File: src/sv/lpht_pkg.sv
// ----------------------------------------------------------------------------
// lpht_pkg
// Constants, codes and control/status types of the linear-probe hash table.
// ----------------------------------------------------------------------------
package lpht_pkg;

    localparam int TABLE_DEPTH = 32;
    localparam int IDX_W       = $clog2(TABLE_DEPTH);
    localparam int CNT_W       = $clog2(TABLE_DEPTH + 1);
    localparam int KEY_W       = 8;
    localparam int WORD_W      = 64;
    localparam int OP_W        = 2;
    localparam int ST_W        = 2;
    localparam int POS_W       = 5;
    localparam int CFG_W       = 6;
    localparam int DIV_CNT_W   = $clog2(KEY_W + 1);

    localparam logic [KEY_W-1:0] HOME_OFFSET = 8'd97;
    localparam logic [CFG_W-1:0] SIZE_RESET  = 6'd32;

    // operations
    localparam logic [OP_W-1:0] OP_INS_KEEP    = 2'd0;
    localparam logic [OP_W-1:0] OP_INS_REPLACE = 2'd1;
    localparam logic [OP_W-1:0] OP_FIND        = 2'd2;

    // result status
    localparam logic [ST_W-1:0] ST_INSERTED  = 2'd0;
    localparam logic [ST_W-1:0] ST_FULL      = 2'd1;
    localparam logic [ST_W-1:0] ST_FOUND     = 2'd2;
    localparam logic [ST_W-1:0] ST_NOT_FOUND = 2'd3;

    typedef struct packed {
        logic            load;
        logic            div_step;
        logic            probe_init;
        logic            probe_adv;
        logic            wr_new;
        logic            wr_old;
        logic            swap;
        logic            res_set;
        logic [ST_W-1:0] res_status;
        logic            res_pos_home;
        logic            res_pos_zero;
        logic            out_load;
    } t_cmd;

    typedef struct packed {
        logic [OP_W-1:0] op;
        logic            div_done;
        logic            full;
        logic            empty;
        logic            hit;
        logic            first;
        logic            last;
        logic            out_free;
    } t_stat;

endpackage

File: src/sv/linear_probe_hash_table.sv
// ----------------------------------------------------------------------------
// linear_probe_hash_table
// Open-addressed word/meaning dictionary with linear probing.
// ----------------------------------------------------------------------------
// Usage:
//   Input stream: one beat per operation, tuser = operation (insert keep,
//   insert replace, find), tdata = hash key, word, meaning.
//   Output stream: one beat per operation, tuser = status, tdata = slot.
//   Config channel: writes the slot count in use; write it only while no
//   operation is in flight.
// Steps per operation: the capture of the beat, the bit-serial remainder unit
//   for the home slot (8 steps and a done check), dispatch, the probe scan
//   at one slot per cycle (up to n slots, the swap of an insert with
//   replacement included), then the hand-off into the output register, which
//   waits until that register is free. The block takes one operation at a
//   time: the next beat is taken the cycle after the hand-off.
// Reset: all slots empty, slot count 32, output stream idle.
// Stall: a held output beat does not block the next input beat; the block
//   waits with its next result until the output register is free.
// ----------------------------------------------------------------------------
module linear_probe_hash_table (
    input  logic         i_clk,
    input  logic         i_rst_n,
    // input stream
    input  logic         i_s_axis_tvalid,
    output logic         o_s_axis_tready,
    input  logic [135:0] i_s_axis_tdata,  // hash_key[7:0], word[71:8], meaning_text[135:72]
    input  logic [1:0]   i_s_axis_tuser,  // operation[1:0]
    // result stream
    output logic         o_m_axis_tvalid,
    input  logic         i_m_axis_tready,
    output logic [7:0]   o_m_axis_tdata,  // position[4:0], zero fill [7:5]
    output logic [1:0]   o_m_axis_tuser,  // status[1:0]
    // configuration
    input  logic         i_cfg_valid,
    output logic         o_cfg_ready,
    input  logic [5:0]   i_cfg_data
);

    lpht_pkg::t_cmd  w_cmd;
    lpht_pkg::t_stat w_stat;
    logic [lpht_pkg::POS_W-1:0] w_pos;

    assign o_cfg_ready = 1'b1;

    lpht_ctrl u_ctrl (
        .i_clk      (i_clk),
        .i_rst_n    (i_rst_n),
        .i_in_valid (i_s_axis_tvalid),
        .o_in_ready (o_s_axis_tready),
        .i_stat     (w_stat),
        .o_cmd      (w_cmd)
    );

    lpht_dp u_dp (
        .i_clk          (i_clk),
        .i_rst_n        (i_rst_n),
        .i_cmd          (w_cmd),
        .o_stat         (w_stat),
        .i_operation    (i_s_axis_tuser),
        .i_hash_key     (i_s_axis_tdata[7:0]),
        .i_word         (i_s_axis_tdata[71:8]),
        .i_meaning_text (i_s_axis_tdata[135:72]),
        .i_cfg_valid    (i_cfg_valid),
        .i_cfg_data     (i_cfg_data),
        .i_out_ready    (i_m_axis_tready),
        .o_out_valid    (o_m_axis_tvalid),
        .o_out_status   (o_m_axis_tuser),
        .o_out_pos      (w_pos)
    );

    assign o_m_axis_tdata = {3'b000, w_pos};

endmodule

File: src/sv/lpht_ctrl.sv
// ----------------------------------------------------------------------------
// lpht_ctrl
// Sequencer: remainder steps, dispatch, probe scans and result hand-off.
// ----------------------------------------------------------------------------
module lpht_ctrl (
    input  logic           i_clk,
    input  logic           i_rst_n,
    input  logic           i_in_valid,
    output logic           o_in_ready,
    input  lpht_pkg::t_stat i_stat,
    output lpht_pkg::t_cmd  o_cmd
);

    localparam logic [2:0] S_IDLE     = 3'd0;
    localparam logic [2:0] S_DIV      = 3'd1;
    localparam logic [2:0] S_DISP     = 3'd2;
    localparam logic [2:0] S_SCAN     = 3'd3;
    localparam logic [2:0] S_SCAN_OLD = 3'd4;
    localparam logic [2:0] S_FIND     = 3'd5;
    localparam logic [2:0] S_DONE     = 3'd6;

    logic [2:0] r_state;
    logic [2:0] n_state;

    always_ff @(posedge i_clk) begin
        if (!i_rst_n) begin
            r_state <= S_IDLE;
        end else begin
            r_state <= n_state;
        end
    end

    assign o_in_ready = (r_state == S_IDLE);

    always_comb begin
        n_state = r_state;
        o_cmd   = '0;
        case (r_state)
            S_IDLE: begin
                if (i_in_valid) begin
                    o_cmd.load = 1'b1;
                    n_state    = S_DIV;
                end
            end
            S_DIV: begin
                if (i_stat.div_done) begin
                    o_cmd.probe_init = 1'b1;
                    n_state          = S_DISP;
                end else begin
                    o_cmd.div_step = 1'b1;
                end
            end
            S_DISP: begin
                case (i_stat.op)
                    lpht_pkg::OP_FIND: begin
                        n_state = S_FIND;
                    end
                    lpht_pkg::OP_INS_KEEP, lpht_pkg::OP_INS_REPLACE: begin
                        if (i_stat.full) begin
                            o_cmd.res_set      = 1'b1;
                            o_cmd.res_status   = lpht_pkg::ST_FULL;
                            o_cmd.res_pos_zero = 1'b1;
                            n_state            = S_DONE;
                        end else begin
                            n_state = S_SCAN;
                        end
                    end
                    default: begin
                        o_cmd.res_set      = 1'b1;
                        o_cmd.res_status   = lpht_pkg::ST_NOT_FOUND;
                        o_cmd.res_pos_zero = 1'b1;
                        n_state            = S_DONE;
                    end
                endcase
            end
            S_SCAN: begin
                if (i_stat.empty) begin
                    o_cmd.wr_new     = 1'b1;
                    o_cmd.res_set    = 1'b1;
                    o_cmd.res_status = lpht_pkg::ST_INSERTED;
                    n_state          = S_DONE;
                end else if (i_stat.op == lpht_pkg::OP_INS_REPLACE && i_stat.first) begin
                    // home taken: new entry goes home, old one moves on
                    o_cmd.swap      = 1'b1;
                    o_cmd.probe_adv = 1'b1;
                    n_state         = S_SCAN_OLD;
                end else begin
                    o_cmd.probe_adv = 1'b1;
                end
            end
            S_SCAN_OLD: begin
                if (i_stat.empty) begin
                    o_cmd.wr_old       = 1'b1;
                    o_cmd.res_set      = 1'b1;
                    o_cmd.res_status   = lpht_pkg::ST_INSERTED;
                    o_cmd.res_pos_home = 1'b1;
                    n_state            = S_DONE;
                end else begin
                    o_cmd.probe_adv = 1'b1;
                end
            end
            S_FIND: begin
                if (i_stat.hit) begin
                    o_cmd.res_set    = 1'b1;
                    o_cmd.res_status = lpht_pkg::ST_FOUND;
                    n_state          = S_DONE;
                end else if (i_stat.last) begin
                    o_cmd.res_set      = 1'b1;
                    o_cmd.res_status   = lpht_pkg::ST_NOT_FOUND;
                    o_cmd.res_pos_zero = 1'b1;
                    n_state            = S_DONE;
                end else begin
                    o_cmd.probe_adv = 1'b1;
                end
            end
            S_DONE: begin
                if (i_stat.out_free) begin
                    o_cmd.out_load = 1'b1;
                    n_state        = S_IDLE;
                end
            end
            default: begin
                n_state = S_IDLE;
            end
        endcase
    end

endmodule

File: src/sv/lpht_dp.sv
// ----------------------------------------------------------------------------
// lpht_dp
// Datapath: size register, home-slot remainder unit, slot store, probe
// pointer and output register.
// ----------------------------------------------------------------------------
module lpht_dp (
    input  logic                                i_clk,
    input  logic                                i_rst_n,
    input  lpht_pkg::t_cmd                      i_cmd,
    output lpht_pkg::t_stat                     o_stat,
    input  logic [lpht_pkg::OP_W-1:0]           i_operation,
    input  logic [lpht_pkg::KEY_W-1:0]          i_hash_key,
    input  logic [lpht_pkg::WORD_W-1:0]         i_word,
    input  logic [lpht_pkg::WORD_W-1:0]         i_meaning_text,
    input  logic                                i_cfg_valid,
    input  logic [lpht_pkg::CFG_W-1:0]          i_cfg_data,
    input  logic                                i_out_ready,
    output logic                                o_out_valid,
    output logic [lpht_pkg::ST_W-1:0]           o_out_status,
    output logic [lpht_pkg::POS_W-1:0]          o_out_pos
);

    localparam int DEPTH = lpht_pkg::TABLE_DEPTH;
    localparam int IDX_W = lpht_pkg::IDX_W;
    localparam int CNT_W = lpht_pkg::CNT_W;
    localparam int KEY_W = lpht_pkg::KEY_W;
    localparam int WORD_W = lpht_pkg::WORD_W;

    logic [lpht_pkg::CFG_W-1:0]     r_table_size;
    logic [CNT_W-1:0]               w_n;
    logic [DEPTH-1:0]               w_mask;

    logic [lpht_pkg::OP_W-1:0]      r_op;
    logic [WORD_W-1:0]              r_w;
    logic [WORD_W-1:0]              r_m;
    logic [KEY_W-1:0]               w_code;

    logic [KEY_W-1:0]               r_a;
    logic                           r_neg;
    logic [CNT_W-1:0]               r_rem;
    logic [lpht_pkg::DIV_CNT_W-1:0] r_div_cnt;
    logic [CNT_W:0]                 w_trial;
    logic [IDX_W-1:0]               w_home;

    logic [IDX_W-1:0]               r_p;
    logic [IDX_W-1:0]               r_home;
    logic [CNT_W-1:0]               r_k;
    logic [IDX_W-1:0]               w_p_next;
    logic [IDX_W-1:0]               w_p_sel;

    logic [DEPTH-1:0]               r_valid;
    logic [WORD_W-1:0]              r_word [DEPTH];
    logic [WORD_W-1:0]              r_word_rd;
    logic [WORD_W-1:0]              r_mean_mem [DEPTH];
    logic [WORD_W-1:0]              r_mean_rd;
    logic [WORD_W-1:0]              r_old_word;
    logic                           w_we;

    logic [lpht_pkg::ST_W-1:0]      r_res_status;
    logic [IDX_W-1:0]               r_res_pos;
    logic                           r_out_valid;
    logic [lpht_pkg::ST_W-1:0]      r_out_status;
    logic [lpht_pkg::POS_W-1:0]     r_out_pos;

    // ---- slot count in use
    always_ff @(posedge i_clk) begin
        if (!i_rst_n) begin
            r_table_size <= lpht_pkg::SIZE_RESET;
        end else if (i_cfg_valid) begin
            r_table_size <= i_cfg_data;
        end
    end

    always_comb begin
        if (r_table_size == '0) begin
            w_n = CNT_W'(1);
        end else if (int'(r_table_size) > DEPTH) begin
            w_n = CNT_W'(DEPTH);
        end else begin
            w_n = CNT_W'(r_table_size);
        end
    end

    always_comb begin
        for (int i = 0; i < DEPTH; i++) begin
            w_mask[i] = (i < int'(w_n));
        end
    end

    // ---- item capture and home-slot remainder, one dividend bit a cycle
    assign w_code  = (i_operation == lpht_pkg::OP_FIND) ? i_word[KEY_W-1:0] : i_hash_key;
    assign w_trial = {r_rem, r_a[KEY_W-1]};

    always_ff @(posedge i_clk) begin
        if (i_cmd.load) begin
            r_op      <= i_operation;
            r_w       <= i_word;
            r_m       <= i_meaning_text;
            r_neg     <= (w_code < lpht_pkg::HOME_OFFSET);
            r_a       <= (w_code < lpht_pkg::HOME_OFFSET) ? lpht_pkg::HOME_OFFSET - w_code
                                                          : w_code - lpht_pkg::HOME_OFFSET;
            r_rem     <= '0;
            r_div_cnt <= '0;
        end else if (i_cmd.div_step) begin
            r_a       <= {r_a[KEY_W-2:0], 1'b0};
            r_div_cnt <= r_div_cnt + 1'b1;
            if (w_trial >= {1'b0, w_n}) begin
                r_rem <= CNT_W'(w_trial - {1'b0, w_n});
            end else begin
                r_rem <= CNT_W'(w_trial);
            end
        end
    end

    // negative offsets fold back into 0..n-1
    assign w_home = (r_neg && r_rem != '0) ? IDX_W'(w_n - r_rem) : IDX_W'(r_rem);

    // ---- probe pointer, wraps at the slot count
    assign w_p_next = (CNT_W'(r_p) == w_n - CNT_W'(1)) ? '0 : r_p + 1'b1;

    // slot the pointer holds after this edge; the word read follows it
    assign w_p_sel = i_cmd.probe_init ? w_home : (i_cmd.probe_adv ? w_p_next : r_p);

    always_ff @(posedge i_clk) begin
        if (i_cmd.probe_init) begin
            r_p    <= w_home;
            r_home <= w_home;
            r_k    <= '0;
        end else if (i_cmd.probe_adv) begin
            r_p <= w_p_next;
            r_k <= r_k + 1'b1;
        end
    end

    // ---- slot store
    assign w_we = i_cmd.wr_new | i_cmd.wr_old | i_cmd.swap;

    always_ff @(posedge i_clk) begin
        if (!i_rst_n) begin
            r_valid <= '0;
        end else if (w_we) begin
            r_valid[r_p] <= 1'b1;
        end
    end

    always_ff @(posedge i_clk) begin
        if (w_we) begin
            r_word[r_p] <= i_cmd.wr_old ? r_old_word : r_w;
        end
        r_word_rd <= r_word[w_p_sel];
        if (i_cmd.swap) begin
            r_old_word <= r_word_rd;
        end
    end

    // meaning memory: read returns the entry as it was before a same-cycle write
    always_ff @(posedge i_clk) begin
        if (w_we) begin
            r_mean_mem[r_p] <= i_cmd.wr_old ? r_mean_rd : r_m;
        end
        if (i_cmd.swap) begin
            r_mean_rd <= r_mean_mem[r_p];
        end
    end

    // ---- result and output register
    always_ff @(posedge i_clk) begin
        if (i_cmd.res_set) begin
            r_res_status <= i_cmd.res_status;
            if (i_cmd.res_pos_zero) begin
                r_res_pos <= '0;
            end else if (i_cmd.res_pos_home) begin
                r_res_pos <= r_home;
            end else begin
                r_res_pos <= r_p;
            end
        end
    end

    always_ff @(posedge i_clk) begin
        if (!i_rst_n) begin
            r_out_valid <= 1'b0;
        end else if (i_cmd.out_load) begin
            r_out_valid <= 1'b1;
        end else if (i_out_ready) begin
            r_out_valid <= 1'b0;
        end
    end

    always_ff @(posedge i_clk) begin
        if (i_cmd.out_load) begin
            r_out_status <= r_res_status;
            r_out_pos    <= lpht_pkg::POS_W'(r_res_pos);
        end
    end

    assign o_out_valid  = r_out_valid;
    assign o_out_status = r_out_status;
    assign o_out_pos    = r_out_pos;

    // ---- status to the sequencer
    always_comb begin
        o_stat          = '0;
        o_stat.op       = r_op;
        o_stat.div_done = (r_div_cnt == lpht_pkg::DIV_CNT_W'(KEY_W));
        o_stat.full     = &(r_valid | ~w_mask);
        o_stat.empty    = !r_valid[r_p];
        o_stat.hit      = r_valid[r_p] && (r_word_rd == r_w);
        o_stat.first    = (r_k == '0);
        o_stat.last     = (r_k == w_n - CNT_W'(1));
        o_stat.out_free = !r_out_valid || i_out_ready;
    end

endmodule

File: config.mk
export PLATFORM = sky130hd
export DESIGN_NAME = linear_probe_hash_table
export DESIGN_NICKNAME = d
export VERILOG_FILES = /design/src/sv/lpht_pkg.sv /design/src/sv/linear_probe_hash_table.sv /design/src/sv/lpht_ctrl.sv /design/src/sv/lpht_dp.sv
export SDC_FILE = /design/constraint.sdc
export NUM_CORES = 2
export LEC_CHECK = 0
export BUFFER_PORTS_ARGS = -buffer_cell sky130_fd_sc_hd__buf_2
export CORE_ASPECT_RATIO = 1.75
export CORE_MARGIN = 3
export CORE_UTILIZATION = 60
export DETAILED_ROUTE_END_ITERATION = 10
export PLACE_DENSITY_LB_ADDON = 0.15
export SLEW_MARGIN = 0
export SYNTH_ARGS = -nofsm -noshare
export SYNTH_HDL_FRONTEND = slang
export SYNTH_SLANG_ARGS = --single-unit
File: constraint.sdc
create_clock -name i_clk -period 7.1 [get_ports i_clk]
set_clock_uncertainty 0.2 [all_clocks]
set_input_delay 1.42 -clock i_clk [delete_from_list [all_inputs] [get_ports i_clk]]
set_output_delay 1.42 -clock i_clk [all_outputs]
set_load 0.005 [all_outputs]
==> summary.md <==
| Metric | Value |
|---|---|
| Status | `complete, no violations` |
| Port buffer count | `93` |
| Largest net degree at the start of global routing | `133` |
| Placed inst area | `0.0996 mm^2` |
| Vias per cell | `6.94` |
| Clk pwr share | `0.274` |
| Slew of the pin with the lowest slew margin | `1.30 ns` |
| ANT nets after route | `0` |
| Register area share after synthesis | `0.723` |
| Num CTS Buffers | `207` |
| Synth cell types | `86` |
| Routed wire length | `286 mm` |
| Initial antenna violation count | `5` |
| Slew margin rel. | `0.131` |
| Area Overhead vs Synth | `12.0%` |
| Synth top area cells | `edfxtp_1 70%, nand2_1 5.5%, mux2i_1 2.9%` |
| Crit end category | `register` |
| Gate Count Post-Synth | `6,791` |
| Worst flop-to-flop path startpoint | `u_dp.r_table_size[5]$_SDFFE_PN1P_` |
| Max Clk Rate | `0.157 GHz` |
| Switching part of the total | `0.339` |
| Placer congestion estimate | `0.835` |
| Post-CTS setup buffers | `0` |
| Lkg Pwr | `36.3 nW` |
| Max Cap Viol | `0` |
| Maximum root-to-sink buffer count | `4` |
| Hold/Removal Path Class | `register to register` |
| Ys flop type | `edfxtp_1` |
| CTS tree | `done` |
| Clock Latency Late Sink | `0.85 ns` |
| Total core area | `0.157 mm^2` |
| Pins Over Slew Limit | `0` |
| Number of synthesis warnings | `0` |
| PostCTS Resize Cnt | `0` |
| Top-area cell type share of the netlist area | `0.697` |
| Die X | `307 um` |
| Crit Path Class | `register to register` |
| P_sw | `14.2 mW` |
| CP Launch Type | `register` |
| CTS Hold Buffers Added | `0` |
| Remaining DRCs | `0` |
| Ports | `162` |
| Share of cells above drive strength 1 | `0.119` |
| Hold wc startpoint | `u_dp.r_res_pos[1]$_SDFFCE_PP0P_` |
| Combinational power share | `0.320` |
| Die H | `533 um` |
| Worst-path clk slew | `0.06 ns` |
| Final Hold Fails | `0` |
| Post-layout min period | `6.37 ns` |
| Aggregate negative setup slack | `0 ns` |
| Clock Tree Root | `clkbuf_16` |
| Final worst-path cycle share | `0.898` |
| Initial Util | `0.606` |
| RSZ-0062 raised after global routing | `false` |
| Int Power | `27.6 mW` |
| Total GRT Usage | `0.344` |
| Yosys top cell by area | `edfxtp_1` |
| Share of total power in sequential cells | `0.406` |
| Drt wl/cell | `31.5 um` |
| Finished Cell Area | `0.106 mm^2` |
| Worst EP required | `7.63 ns` |
| Syn_area_per_cell | `14.0 um^2` |
| Crit Path Max Fanout | `37` |
| DR pass1 iterations | `9` |
| Post-synth EDFFs | `2,206` |
| Post-layout net count | `7,033` |
| Rows | `192` |
| Launch point of the worst path | `u_dp.r_table_size[5]$_SDFFE_PN1P_` |
| Global-route wire length before repair | `410 mm` |
| Vias | `63,000` |
| Most frequent cell after synthesis | `edfxtp_1` |
| Mapped Area | `0.0951 mm^2` |
| Dpl hpwl | `151 mm` |
| Vias in the first global route | `61,200` |
| VDD IR max | `291 uV` |
| Commonest cells post-synth | `2,206 x edfxtp_1, 1,386 x nand2_1, 389 x a21oi_1` |
| First-iteration detailed-routing DRC count | `9,042` |
| Final setup fails | `0` |
| H-tree lvl count | `4` |
| Die area | `0.163 mm^2` |
| CP Data Arrival Time | `6.91 ns` |
| Seq cells post-synth | `2,333` |
| Gr ovfl total | `0` |
| Num Clock Sinks | `2,333` |
| Ys async rst share | `0` |
| Pwr Density | `392 mW/mm^2` |
[worst paths after layout]
path                                 end  slack [ns]  cells past startpoint
max           u_dp.r_word_rd[17]$_DFF_P_        0.73                     19
min          u_dp.o_out_pos[1]$_DFFE_PP_        0.22                      0
max reg2reg   u_dp.r_word_rd[17]$_DFF_P_        0.73                     19
min reg2reg  u_dp.o_out_pos[1]$_DFFE_PP_        0.22                      0
[layout by cell type, fill, tap and decap left out, types with 21 or more instances in the layout]
cell	instances
nand2_1	1384
clkinv_2	27
clkbuf_16	209
nor2_4	35
buf_12	103
mux2_2	120
o21a_1	36
nand3_1	146
clkbuf_1	59
a211oi_1	67
o21ai_0	153
clkinv_1	27
edfxtp_1	2206
dfxtp_1	126
and3_1	210
o221ai_1	111
a221oi_1	71
and2_1	60
ha_1	22
nand4_1	21
a22o_1	61
a22oi_1	62
a222oi_1	117
a31oi_1	73
buf_2	93
a21oi_1	389
nor2_1	49
a311oi_1	95
a32oi_1	110
bufinv_16	25
buf_4	163
inv_1	34
mux2i_1	274
xnor2_1	75
nor3_1	24
[cell families (layout without fill, tap and decap cells)]
group | count (synthesis) | in the layout | share of synthesized area
mux | 396 | 396 | 0.0435
compound gates | 1405 | 1405 | 0.106
buf+inv | 540 | 775 | 0.0240
xor+xnor | 89 | 89 | 0.00849
other cells | 2 | 8 | 0.0000790
fa+ha+maj | 24 | 24 | 0.00321
simple gates | 2002 | 2002 | 0.0915
flops | 2333 | 2333 | 0.723
[worst max-delay path: stages, from the launching register on]
cell,delay (ns)
dfxtp_1,0.59
inv_1,0.23
o21ai_1,0.34
ha_1,0.40
or3b_1,0.37
a221o_1,0.38
xor2_1,0.16
nor4_1,0.64
o21ba_2,0.31
a2111oi_2,0.52
nor3_4,0.13
buf_12,0.19
inv_8,0.36
buf_12,0.25
buf_12,0.17
nand2_1,0.06
and3_1,0.17
a211oi_1,0.37
o221ai_1,0.20
o221ai_1,0.13
[power groups by stage]
stage / Combinational, mW / Sequential (mW) / Clock, mW
6_report: 13.4 / 16.9 / 11.4
4_1_cts: 13.2 / 16.9 / 11.5
5_1_grt: 14.2 / 17.0 / 12.0
3_5_place_dp: 13.1 / 17.2 / 0
3_3_place_gp: 12.8 / 17.2 / 0
2_1_floorplan: 8.38 / 17.0 / 0
[sequential cells by signal, indices dropped and copies added (netlist names), 6 cells and up]
register           cells
u_dp.r_a               8
u_dp.r_k               6
u_dp.r_old_word       64
u_dp.r_rem             6
u_dp.r_table_size      6
u_dp.r_valid          32
u_dp.r_w              64
u_dp.r_word         2048
u_dp.r_word_rd        64
[area by class of cell]
class / count / area [um^2]
clock buffer: 287 / 5710
antenna: 4 / 10.0
timing repair buffer: 359 / 3750
fill: 10500 / 50400
inverter: 40 / 173
multi-input combinational: 3920 / 24400
sequential: 2333 / 68800
clock inverter: 89 / 1080
tap: 2037 / 2550
[metal layers]
metal,GRT usage,wire (um)
met5,0,0
met4,0.186,18500
met3,0.0539,30500
met2,0.572,139000
met1,0.435,97800
[through the flow]
| stage | utilization | instances | hold slack [ns] | worst slack (ns) | power (mW) |
|---|---|---|---|---|---|
| 6_report | 0.679 | 9069 | 0.221 | 0.726 | 41.7 |
| 3_5_place_dp | 0.635 | 8689 | 0.210 | 0.729 | 30.3 |
| 2_1_floorplan | - | 6793 | 0.200 | 0.572 | 25.3 |
| 4_1_cts | 0.678 | 9065 | 0.223 | 0.726 | 41.6 |
| 5_1_grt | 0.679 | 9066 | 0.232 | 0.464 | 43.1 |
| 3_3_place_gp | 0.635 | 8689 | 0.204 | 0.870 | 30.0 |
(Power assumes the default switching activity.)
